==> src/rtl/htw_pkg.sv <==
`timescale 1ns / 1ps
// ----------------------------------------------------------------------------
// htw_pkg
// shared types and constants for the hashed timer wheel
// ----------------------------------------------------------------------------
package htw_pkg;

  localparam int unsigned TimerIdxW  = 5;
  localparam int unsigned DelayW     = 32;
  localparam int unsigned TickW      = 64;
  localparam int unsigned MaxResults = 32;

  localparam logic OP_SET  = 1'b0;
  localparam logic OP_TICK = 1'b1;

  typedef enum logic [3:0] {
    ST_INIT,
    ST_IDLE,
    ST_DECODE,
    ST_SET_UNLINK,
    ST_SET_APP_RD,
    ST_SET_APPEND,
    ST_SET_ACK,
    ST_TICK_LOAD,
    ST_TICK_WALK,
    ST_TICK_DONE
  } htw_state_t;

  typedef struct packed {
    logic init_step;
    logic load_item;
    logic decode;
    logic set_unlink;
    logic app_read;
    logic set_append;
    logic set_ack;
    logic tick_load;
    logic node_unlink;
    logic node_skip;
    logic tick_done;
  } htw_cmd_t;

  typedef struct packed {
    logic init_done;
    logic op_tick;
    logic in_pool;
    logic was_armed;
    logic arm;
    logic cur_nil;
    logic cur_due;
    logic count_full;
  } htw_status_t;

endpackage

==> src/rtl/htw_ctrl.sv <==
`timescale 1ns / 1ps
// ----------------------------------------------------------------------------
// htw_ctrl
// sequencer for set-timeout and tick items
// ----------------------------------------------------------------------------
module htw_ctrl (
  input  logic                 clk,
  input  logic                 rst,
  input  logic                 start,
  input  htw_pkg::htw_status_t sts,
  output logic                 busy,
  output htw_pkg::htw_cmd_t    cmd
);
  import htw_pkg::*;

  htw_state_t state, state_next;

  always_ff @(posedge clk) begin
    if (rst) begin
      state <= ST_INIT;
    end else begin
      state <= state_next;
    end
  end

  always_comb begin
    state_next = state;
    unique case (state)
      ST_INIT:       if (sts.init_done) state_next = ST_IDLE;
      ST_IDLE:       if (start) state_next = ST_DECODE;
      ST_DECODE: begin
        if (sts.op_tick) state_next = ST_TICK_LOAD;
        else if (!sts.in_pool) state_next = ST_SET_ACK;
        else if (sts.was_armed) state_next = ST_SET_UNLINK;
        else if (sts.arm) state_next = ST_SET_APP_RD;
        else state_next = ST_SET_ACK;
      end
      ST_SET_UNLINK: state_next = sts.arm ? ST_SET_APP_RD : ST_SET_ACK;
      ST_SET_APP_RD: state_next = ST_SET_APPEND;
      ST_SET_APPEND: state_next = ST_SET_ACK;
      ST_SET_ACK:    state_next = ST_IDLE;
      ST_TICK_LOAD:  state_next = ST_TICK_WALK;
      ST_TICK_WALK: begin
        if (sts.cur_nil || sts.count_full) state_next = ST_TICK_DONE;
      end
      ST_TICK_DONE:  state_next = ST_IDLE;
      default:       state_next = ST_INIT;
    endcase
  end

  always_comb begin
    cmd = '0;
    busy = (state != ST_IDLE);
    unique case (state)
      ST_INIT:       cmd.init_step = 1'b1;
      ST_IDLE:       cmd.load_item = start;
      ST_DECODE:     cmd.decode = 1'b1;
      ST_SET_UNLINK: cmd.set_unlink = 1'b1;
      ST_SET_APP_RD: cmd.app_read = 1'b1;
      ST_SET_APPEND: cmd.set_append = 1'b1;
      ST_SET_ACK:    cmd.set_ack = 1'b1;
      ST_TICK_LOAD:  cmd.tick_load = 1'b1;
      ST_TICK_WALK: begin
        if (!sts.cur_nil && !sts.count_full) begin
          cmd.node_unlink = sts.cur_due;
          cmd.node_skip   = !sts.cur_due;
        end
      end
      ST_TICK_DONE:  cmd.tick_done = 1'b1;
      default:       cmd = '0;
    endcase
  end

endmodule

==> config.mk <==
export PLATFORM = sky130hd
export DESIGN_NAME = htw_ctrl
export DESIGN_NICKNAME = d
export VERILOG_FILES = /design/src/rtl/htw_pkg.sv /design/src/rtl/htw_ctrl.sv
export SDC_FILE = /design/constraint.sdc
export NUM_CORES = 1
export LEC_CHECK = 0
export BUFFER_PORTS_ARGS = -buffer_cell sky130_fd_sc_hd__buf_2
export CAP_MARGIN = 20
export CORE_AREA = 3 3 40 42
export CTS_BUF_LIST = sky130_fd_sc_hd__clkbuf_4
export DETAILED_ROUTE_END_ITERATION = 6
export DIE_AREA = 0 0 43 45
export PLACE_DENSITY_LB_ADDON = 0.12
export SETUP_SLACK_MARGIN = 0.15
export SKIP_CTS_REPAIR_TIMING = 1
export SYNTH_ARGS = -nofsm -noshare
export SYNTH_HDL_FRONTEND = slang
export SYNTH_SLANG_ARGS = --single-unit
export TNS_END_PERCENT = 30
==> constraint.sdc <==
create_clock -name clk -period 2.13 [get_ports clk]
set_input_delay 0.639 -clock clk [delete_from_list [all_inputs] [get_ports clk]]
set_output_delay 0.639 -clock clk [all_outputs]
set_load 0.01 [all_outputs]
==> flow_metrics.env, run 1 <==
export IMPL_status="finished clean"
export IMPL_use_met3=0.0279
export IMPL_syn_to_final_growth_pct=46.2
export IMPL_setup_worst_path_class="reg2out"
export IMPL_io_pins=23
export IMPL_met2_usage=0.174
export IMPL_synth_edf_count=0
export IMPL_grt_pass1_wl_um=1590
export IMPL_grtUsageTotal=0.116
export IMPL_pwr_share_comb=0.553
export IMPL_cts_tree="built"
export IMPL_slew_headroom=0.729
export IMPL_met1_usage=0.135
export IMPL_ant_nets=0
export IMPL_synth_cells=51
export IMPL_clock_fmax_mhz=470
export IMPL_final_cells=92
export IMPL_cts_buffers=3
export IMPL_antenna_found_initial=0
export IMPL_postSynthAreaPerCell_um2=7.70
export IMPL_period_share=0.999
export IMPL_drt_iter0_drc=9
export IMPL_yosysSeqAreaShare=0.204
export IMPL_synth_top_cell_by_area="dfxtp_1"
export IMPL_reg_largest_list="state (4)"
export IMPL_p_int_uw=269
export IMPL_worstPathArrival_ns=1.49
export IMPL_synth_ff_type="dfxtp_1"
export IMPL_clk_latency_ns=0.24
export IMPL_rows=13
export IMPL_power_uw=436
export IMPL_fin_nets=90
export IMPL_nFillCells=142
export IMPL_p_seq_frac=0.230
export IMPL_grt_ovfl_total=0
export IMPL_regMostFlops="state"
export IMPL_wl_per_cell_um=11.3
export IMPL_switchingPower_uw=167
export IMPL_cts_sinks=4
export IMPL_die_area_mm2=0.00194
export IMPL_cts_buffer_depth=2
export IMPL_synth_top_area_share=0.204
export IMPL_switching_share=0.383
export IMPL_final_hold_violation_count=0
export IMPL_startpoint_type="flop"
export IMPL_synthTopCellsByCount="inv_1 (5), nor2_1 (5), dfxtp_1 (4), nand2_1 (4), nand2b_1 (4)"
export IMPL_ir_drop_mv=0.286
export IMPL_synthTopCellsByArea="dfxtp_1 (20%), nor4b_2 (7.6%), or4b_4 (7.0%), nand2b_1 (6.4%), inv_1 (4.8%)"
export IMPL_cap_viol_max_count=0
export IMPL_via_count=466
export IMPL_grt_max_degree=14
export IMPL_layout_drive_gt1_share=0.494
export IMPL_grt_pass1_vias=381
export IMPL_htree_levels=1
export IMPL_coreArea_mm2=0.00128
export IMPL_p_clk_frac=0.217
export IMPL_yosys_warnings=0
export IMPL_crit_path_end_kind="primary output"
export IMPL_cp_slowest_cell="or4b_4"
export IMPL_die_y_um=45
export IMPL_slowest_delay_ns=0.57
export IMPL_gp_congestion=0.685
export IMPL_setup_viol=0
export IMPL_hpwl_um=766
export IMPL_required_ns=1.49
export IMPL_power_density_mw_per_mm2=759
export IMPL_worstMarginPinSlew_ns=0.396
export IMPL_start_util=0.306
export IMPL_drc_errors=0
export IMPL_routed_via_density=5.07
export IMPL_portBuffers=22
export IMPL_rsz0062_at_grt="yes"
export IMPL_clock_skew_final_ns=0.000565
export IMPL_regArea_um2=81.3
export IMPL_period_needed_ns=2.13
export IMPL_ys_ff_latch=4
export IMPL_syn_num_nets=62
export IMPL_drv_slew=0
export IMPL_synthArstFlopShare=0
export IMPL_path_cells="or4b_4, nor4b_4, buf_2"
export IMPL_synth_distinct_cells=25
export IMPL_multiInputGateArea_um2=282
export IMPL_cts_root_buffer="clkbuf_4"
export IMPL_routed_wl_um=1040
export IMPL_power_leakage_uw=0.000268
export IMPL_cts_clk_slew_worst_paths_ns=0.04
export IMPL_hp_class="in2reg"
export IMPL_firstDrtPassIters=3
export IMPL_largest_register_ffs=4
export IMPL_synth_area_um2=393
export IMPL_worstPathMaxFanout=4
export IMPL_dp_cells=88
export IMPL_busiest_layer="met2"
export IMPL_fp_dieW_um=43
export IMPL_diodes=0
-- power by group through the flow --
stage / clock network, µW / registers, µW / logic (µW)
after global routing: 106 / 103 / 271
after global placement: 0 / 99.2 / 239
final: 94.6 / 100 / 241
after detailed placement: 0 / 99.3 / 239
after CTS: 97.6 / 98.2 / 240
after floorplan: 0 / 100 / 166
-- path summary, 6_finish.rpt --
kind             from       end  depth (start not counted)  slack, ns
max          state[0]    cmd[2]                          3      0.002
min               rst  state[3]                          2       0.61
max reg2reg  state[0]  state[0]                          4       0.61
min reg2reg  state[3]  state[2]                          2       0.62
-- stage by stage --
stage	TNS [ns]	util	hold slack, ns	worst slack [ns]	cell area, µm²
floorplan	0	-	0.653	0.195	393
global placement	0	0.411	0.621	0.238	528
detailed placement	0	0.411	0.622	0.221	528
CTS	-0.0318	0.428	0.605	-0.0318	551
global route	-0.101	0.447	0.615	-0.0649	574
finish	0	0.447	0.608	0.00189	574
-- critical path: cells and delay by family, from the launching register on --
family | cells | cell delay (ns)
buf+inv | 1 | 0.16
simple gates | 2 | 0.78
flops | 1 | 0.31
-- cell families after synthesis --
logic type	after synthesis	share of synthesized area
AND/OR/NAND/NOR	27	0.452
AO/OA/AOI/OAI	10	0.207
buffers and inverters	9	0.108
flip-flops	4	0.204
multiplexers	1	0.0287
-- per-layer routing --
layer  part of all wire  wire [µm]
met4              0.024         25
met1               0.43        451
met2               0.46        481
met3              0.076         79
met5                  0          0
-- cell usage in the layout (no fill, tap or decap), types with 2 or more instances in the layout --
cell type / count
nand2b_1: 4
nor4_1: 2
clkbuf_4: 3
a211oi_1: 2
nor3_1: 2
buf_4: 4
nor3b_1: 2
buf_2: 22
or3_1: 2
nand2_1: 4
or4b_4: 2
o21ai_0: 2
inv_1: 5
nor2_1: 4
dfxtp_1: 3
-- final cells by class --
| type | instances | share of cell area |
|---|---|---|
| clock buffer | 3 | 0.0392 |
| inverter | 5 | 0.0327 |
| multi-input combinational | 38 | 0.490 |
| sequential | 4 | 0.142 |
| tap | 15 | 0.0327 |
| timing repair buffer | 27 | 0.264 |
Note: power is estimated with default switching activity, not from simulation.
==> run 2, diff against run 1 <==
SETUP_SLACK_MARGIN = 0.5   (was 0.15)
==> run 2 against run 1 <==
Sequential share of layout area is 0.83 points lower. Highest routed layer unchanged. Maximum frequency is 0.27% higher. Largest power group unchanged. Largest cell class unchanged. Die area stayed put. Via count is 1.1% lower.
==> flow_metrics.env, run 2 (synthesized netlist as in run 1, its figures left out) <==
export IMPL_ff2ff_setup_slack_ns=0.61
export IMPL_busiest_layer="met2"
export IMPL_worstPathMaxFanout=4
export IMPL_gp_congestion=0.685
export IMPL_period_needed_ns=2.12
export IMPL_cts_buffers=3
export IMPL_fin_nets=90
export IMPL_clock_skew_final_ns=0.00285
export IMPL_layout_common_cells="buf_2 (22), inv_1 (5), nand2_1 (4), nor2_1 (4), dfxtp_1 (4)"
export IMPL_syn_to_final_growth_pct=52.9
export IMPL_status="finished clean"
export IMPL_setup_worst_path_class="reg2out"
export IMPL_coreArea_mm2=0.00128
export IMPL_clock_fmax_mhz=471
export IMPL_startpoint_type="flop"
export IMPL_cp_num_cells=3
export IMPL_cts_clk_slew_worst_paths_ns=0.03
export IMPL_r2r_end="state[0]"
export IMPL_grtUsageTotal=0.117
export IMPL_rows=13
export IMPL_cts_tree="built"
export IMPL_routed_via_density=5.01
export IMPL_grt_ovfl_total=0
export IMPL_cts_sinks=4
export IMPL_setup_ws_ns=0.00768
export IMPL_final_hold_violation_count=0
export IMPL_ff2ff_path_depth=4
export IMPL_period_share=0.996
export IMPL_cts_root_buffer="clkbuf_4"
export IMPL_met1_usage=0.132
export IMPL_fin_tns_setup_ns=0
export IMPL_placed_area_um2=543
export IMPL_start_util=0.306
export IMPL_required_ns=1.49
export IMPL_hpwl_um=784
export IMPL_routed_wl_um=1020
export IMPL_path_cells="or4b_4, nor4b_4, buf_2"
export IMPL_regMostFlops="state"
export IMPL_holdPathStages=2
export IMPL_design_area_um2=601
export IMPL_drt_iter0_drc=5
export IMPL_power_uw=445
export IMPL_cts_buffer_depth=2
export IMPL_min_to="state[3]"
export IMPL_power_density_mw_per_mm2=741
export IMPL_grt_pass1_vias=416
export IMPL_drv_slew=0
export IMPL_die_y_um=45
export IMPL_nFillCells=148
export IMPL_via_count=461
export IMPL_drc_errors=0
export IMPL_cp_top_family="simple AND/OR/NAND/NOR gates"
export IMPL_r2r_start="state[0]"
export IMPL_crit_path_end_kind="primary output"
export IMPL_layout_drive_gt1_share=0.532
export IMPL_reg_largest_list="state (4)"
export IMPL_grt_pass1_wl_um=1620
export IMPL_antenna_found_initial=0
export IMPL_worstHoldStart="rst"
export IMPL_ir_drop_mv=0.282
export IMPL_largest_register_ffs=4
export IMPL_cp_slowest_cell="or4b_4"
export IMPL_firstDrtPassIters=3
export IMPL_clk_latency_ns=0.23
export IMPL_rsz0062_at_grt="yes"
export IMPL_power_leakage_uw=0.000276
export IMPL_met2_usage=0.183
export IMPL_ant_nets=0
export IMPL_slowest_delay_ns=0.58
export IMPL_io_pins=23
export IMPL_die_area_mm2=0.00194
export IMPL_cap_viol_max_count=0
export IMPL_fp_dieW_um=43
export IMPL_place_ws_ns=0.208
export IMPL_wl_per_cell_um=11.1
export IMPL_slew_headroom=0.717
export IMPL_hp_class="in2reg"
export IMPL_diodes=0
export IMPL_cp_num_buf_inv=1
export IMPL_use_met3=0.0159
export IMPL_final_common_cell="buf_2"
export IMPL_worstMarginPinSlew_ns=0.413
export IMPL_worstPathArrival_ns=1.48
export IMPL_setup_viol=0
export IMPL_htree_levels=1
export IMPL_grt_max_degree=14
export IMPL_portBuffers=22
==> run 2: cell counts in the layout (fill, tap and decap cells not counted) <==
No cell type changed its count.
==> run 2: final cells by class <==
type | instances | area, µm² | share of cell area
Clock buffer | 3 | 22.5 | 0.0375
Inverter | 5 | 18.8 | 0.0313
Multi-Input combinational cell | 38 | 305 | 0.508
Sequential cell | 4 | 80.1 | 0.133
Tap cell | 15 | 18.8 | 0.0313
Timing Repair Buffer | 27 | 155 | 0.258
==> run 2: metrics by stage <==
stage	hold WS (ns)	utilization	cells
final	0.615	0.467	92
after global routing	0.629	0.467	92
after CTS	0.614	0.440	91
after detailed placement	0.622	0.423	88
after global placement	0.620	0.423	88
after floorplan	0.659	-	51
==> run 2: power by group <==
group / switching (µW) / internal [µW]
sequential: 8.86 / 90.6
combinational: 133 / 120
clock: 30.2 / 63.0
total: 172 / 273
==> run 2: how the worst max path moves through the flow <==
stage,from,end
after global routing,state[0],cmd[2]
after global placement,state[1],cmd[2]
after floorplan,state[0],cmd[2]
after detailed placement,state[1],cmd[2]
final,state[0],cmd[2]
after CTS,state[1],cmd[2]
==> run 2: worst register-to-register path: cells and delay by family, from the launching register on <==
kind,cells,cell delay (ns)
AND/OR/NAND/NOR,1,0.58
AO/OA/AOI/OAI,2,0.35
flip-flops,1,0.30
buffers and inverters,1,0.16
==> run 2: per-layer routing <==
layer | part of all wire | vias to the layer above | routed length [µm]
met4 | 0.040 | 0 | 41
met1 | 0.42 | 200 | 425
met2 | 0.46 | 18 | 470
met5 | 0 | - | 0
met3 | 0.081 | 4 | 83
li1 | - | 239 | -
==> run 3, diff against run 2 <==
PLACE_DENSITY_LB_ADDON = unset   (was 0.12)
==> run 3 against run 2 <==
Sequential cell count is the same. Cell count is the same. Utilization grew 2.2 points. Sequential share of layout area shrank 0.61 points. Hold slack is essentially flat. Clock-buffer cell count is the same. Register-to-register slack is essentially flat. Maximum frequency shrank 0.25%. Design area grew 4.8%. Worst setup slack lost 0.0054 ns. Critical path depth is the same. Highest routed layer unchanged.
==> flow_metrics.env, run 3 (synthesized netlist as in run 1, its figures left out) <==
export IMPL_regArea_um2=80.1
export IMPL_cts_tree="built"
export IMPL_holdPathStages=2
export IMPL_io_pins=23
export IMPL_routed_wl_um=1030
export IMPL_crit_path_end_kind="primary output"
export IMPL_clock_skew_final_ns=0.00135
export IMPL_setup_worst_path_class="reg2out"
export IMPL_status="finished clean"
export IMPL_required_ns=1.49
export IMPL_layout_common_cells="buf_2 (22), nor2_1 (4), inv_1 (4), dfxtp_1 (4)"
export IMPL_period_needed_ns=2.13
export IMPL_cts_clk_slew_worst_paths_ns=0.04
export IMPL_setup_viol=0
export IMPL_slew_headroom=0.693
export IMPL_htree_levels=1
export IMPL_period_share=0.999
export IMPL_drt_iter0_drc=2
export IMPL_clk_latency_ns=0.23
export IMPL_worstPathArrival_ns=1.49
export IMPL_start_util=0.306
export IMPL_grt_ovfl_total=0
export IMPL_power_uw=472
export IMPL_r2r_start="state[0]"
export IMPL_ir_drop_mv=0.357
export IMPL_layout_drive_gt1_share=0.584
export IMPL_ff2ff_setup_slack_ns=0.61
export IMPL_fin_nets=90
export IMPL_cp_slowest_cell="or4b_4"
export IMPL_reg_largest_list="state (4)"
export IMPL_r2r_end="state[0]"
export IMPL_hp_class="reg2reg"
export IMPL_via_count=449
export IMPL_cts_sinks=4
export IMPL_multiInputGateArea_um2=330
export IMPL_worstHoldStart="state[3]"
export IMPL_final_hold_violation_count=0
export IMPL_portBuffers=22
export IMPL_worstPathMaxFanout=4
export IMPL_drc_errors=0
export IMPL_ant_nets=0
export IMPL_final_common_cell="buf_2"
export IMPL_ff2ff_path_depth=4
export IMPL_fp_dieW_um=43
export IMPL_die_area_mm2=0.00194
export IMPL_diodes=0
export IMPL_power_density_mw_per_mm2=751
export IMPL_die_y_um=45
export IMPL_worstMarginPinSlew_ns=0.449
export IMPL_grt_pass1_wl_um=1690
export IMPL_drv_slew=0
export IMPL_slowest_delay_ns=0.58
export IMPL_grtUsageTotal=0.113
export IMPL_syn_to_final_growth_pct=60.2
export IMPL_coreArea_mm2=0.00128
export IMPL_largest_register_ffs=4
export IMPL_routed_via_density=4.88
export IMPL_path_cells="or4b_4, nor4b_4, buf_2"
export IMPL_rows=13
export IMPL_startpoint_type="flop"
export IMPL_cap_viol_max_count=0
export IMPL_grt_max_degree=14
export IMPL_gp_congestion=0.729
export IMPL_grt_pass1_vias=423
export IMPL_cts_root_buffer="clkbuf_4"
export IMPL_cts_buffers=3
export IMPL_hpwl_um=815
export IMPL_nFillCells=135
export IMPL_regMostFlops="state"
export IMPL_antenna_found_initial=0
export IMPL_fin_tns_setup_ns=0
export IMPL_power_leakage_uw=0.000278
export IMPL_rsz0062_at_grt="yes"
export IMPL_min_to="state[2]"
export IMPL_cts_buffer_depth=2
export IMPL_clock_fmax_mhz=470
export IMPL_wl_per_cell_um=11.2
export IMPL_firstDrtPassIters=2
## run 3: worst max path at each step
stage,startpoint,to
6_report,state[0],cmd[2]
3_5_place_dp,state[1],cmd[2]
2_1_floorplan,state[0],cmd[2]
5_1_grt,state[0],cmd[2]
3_3_place_gp,state[1],cmd[2]
4_1_cts,state[1],cmd[2]
## run 3: per-layer routing
layer	GRT usage	vias to the layer above	wire length, µm
met3	0.00797	2	87
met4	0.0542	0	19
met2	0.210	18	472
met1	0.130	190	450
met5	0	-	0
li1	-	239	-
## run 3: worst max-delay path, delay by kind of cell, from the launching register on
kind                   cells  cell delay, ns
and+or+nand+nor            2            0.79
DFF                        1            0.30
buffers and inverters      1            0.16
## run 3: through the flow
stage               hold slack [ns]  area [µm²]  std cells  worst slack (ns)   util
CTS                           0.620         566         91           -0.0484  0.440
finish                        0.615         629         92           0.00227  0.490
global route                  0.633         629         92           -0.0615  0.490
floorplan                     0.659         408         51             0.238      -
detailed placement            0.613         543         88             0.200  0.423
global placement              0.611         543         88             0.221  0.423
## run 3: power by group
| group | internal [µW] | switching [µW] | total, µW | leakage [µW] |
|---|---|---|---|---|
| Clock | 63.0 | 30.5 | 93.5 | 0.0000138 |
| Sequential | 90.6 | 8.90 | 99.5 | 0.0000327 |
| Combinational | 135 | 145 | 279 | 0.000231 |
## run 3: final cells by class
type / instances / area share
inverters: 5 / 0.0298
flip-flops and latches: 4 / 0.127
multi-input cells: 38 / 0.525
well taps: 15 / 0.0298
clock buffers: 3 / 0.0358
repair buffers: 27 / 0.252
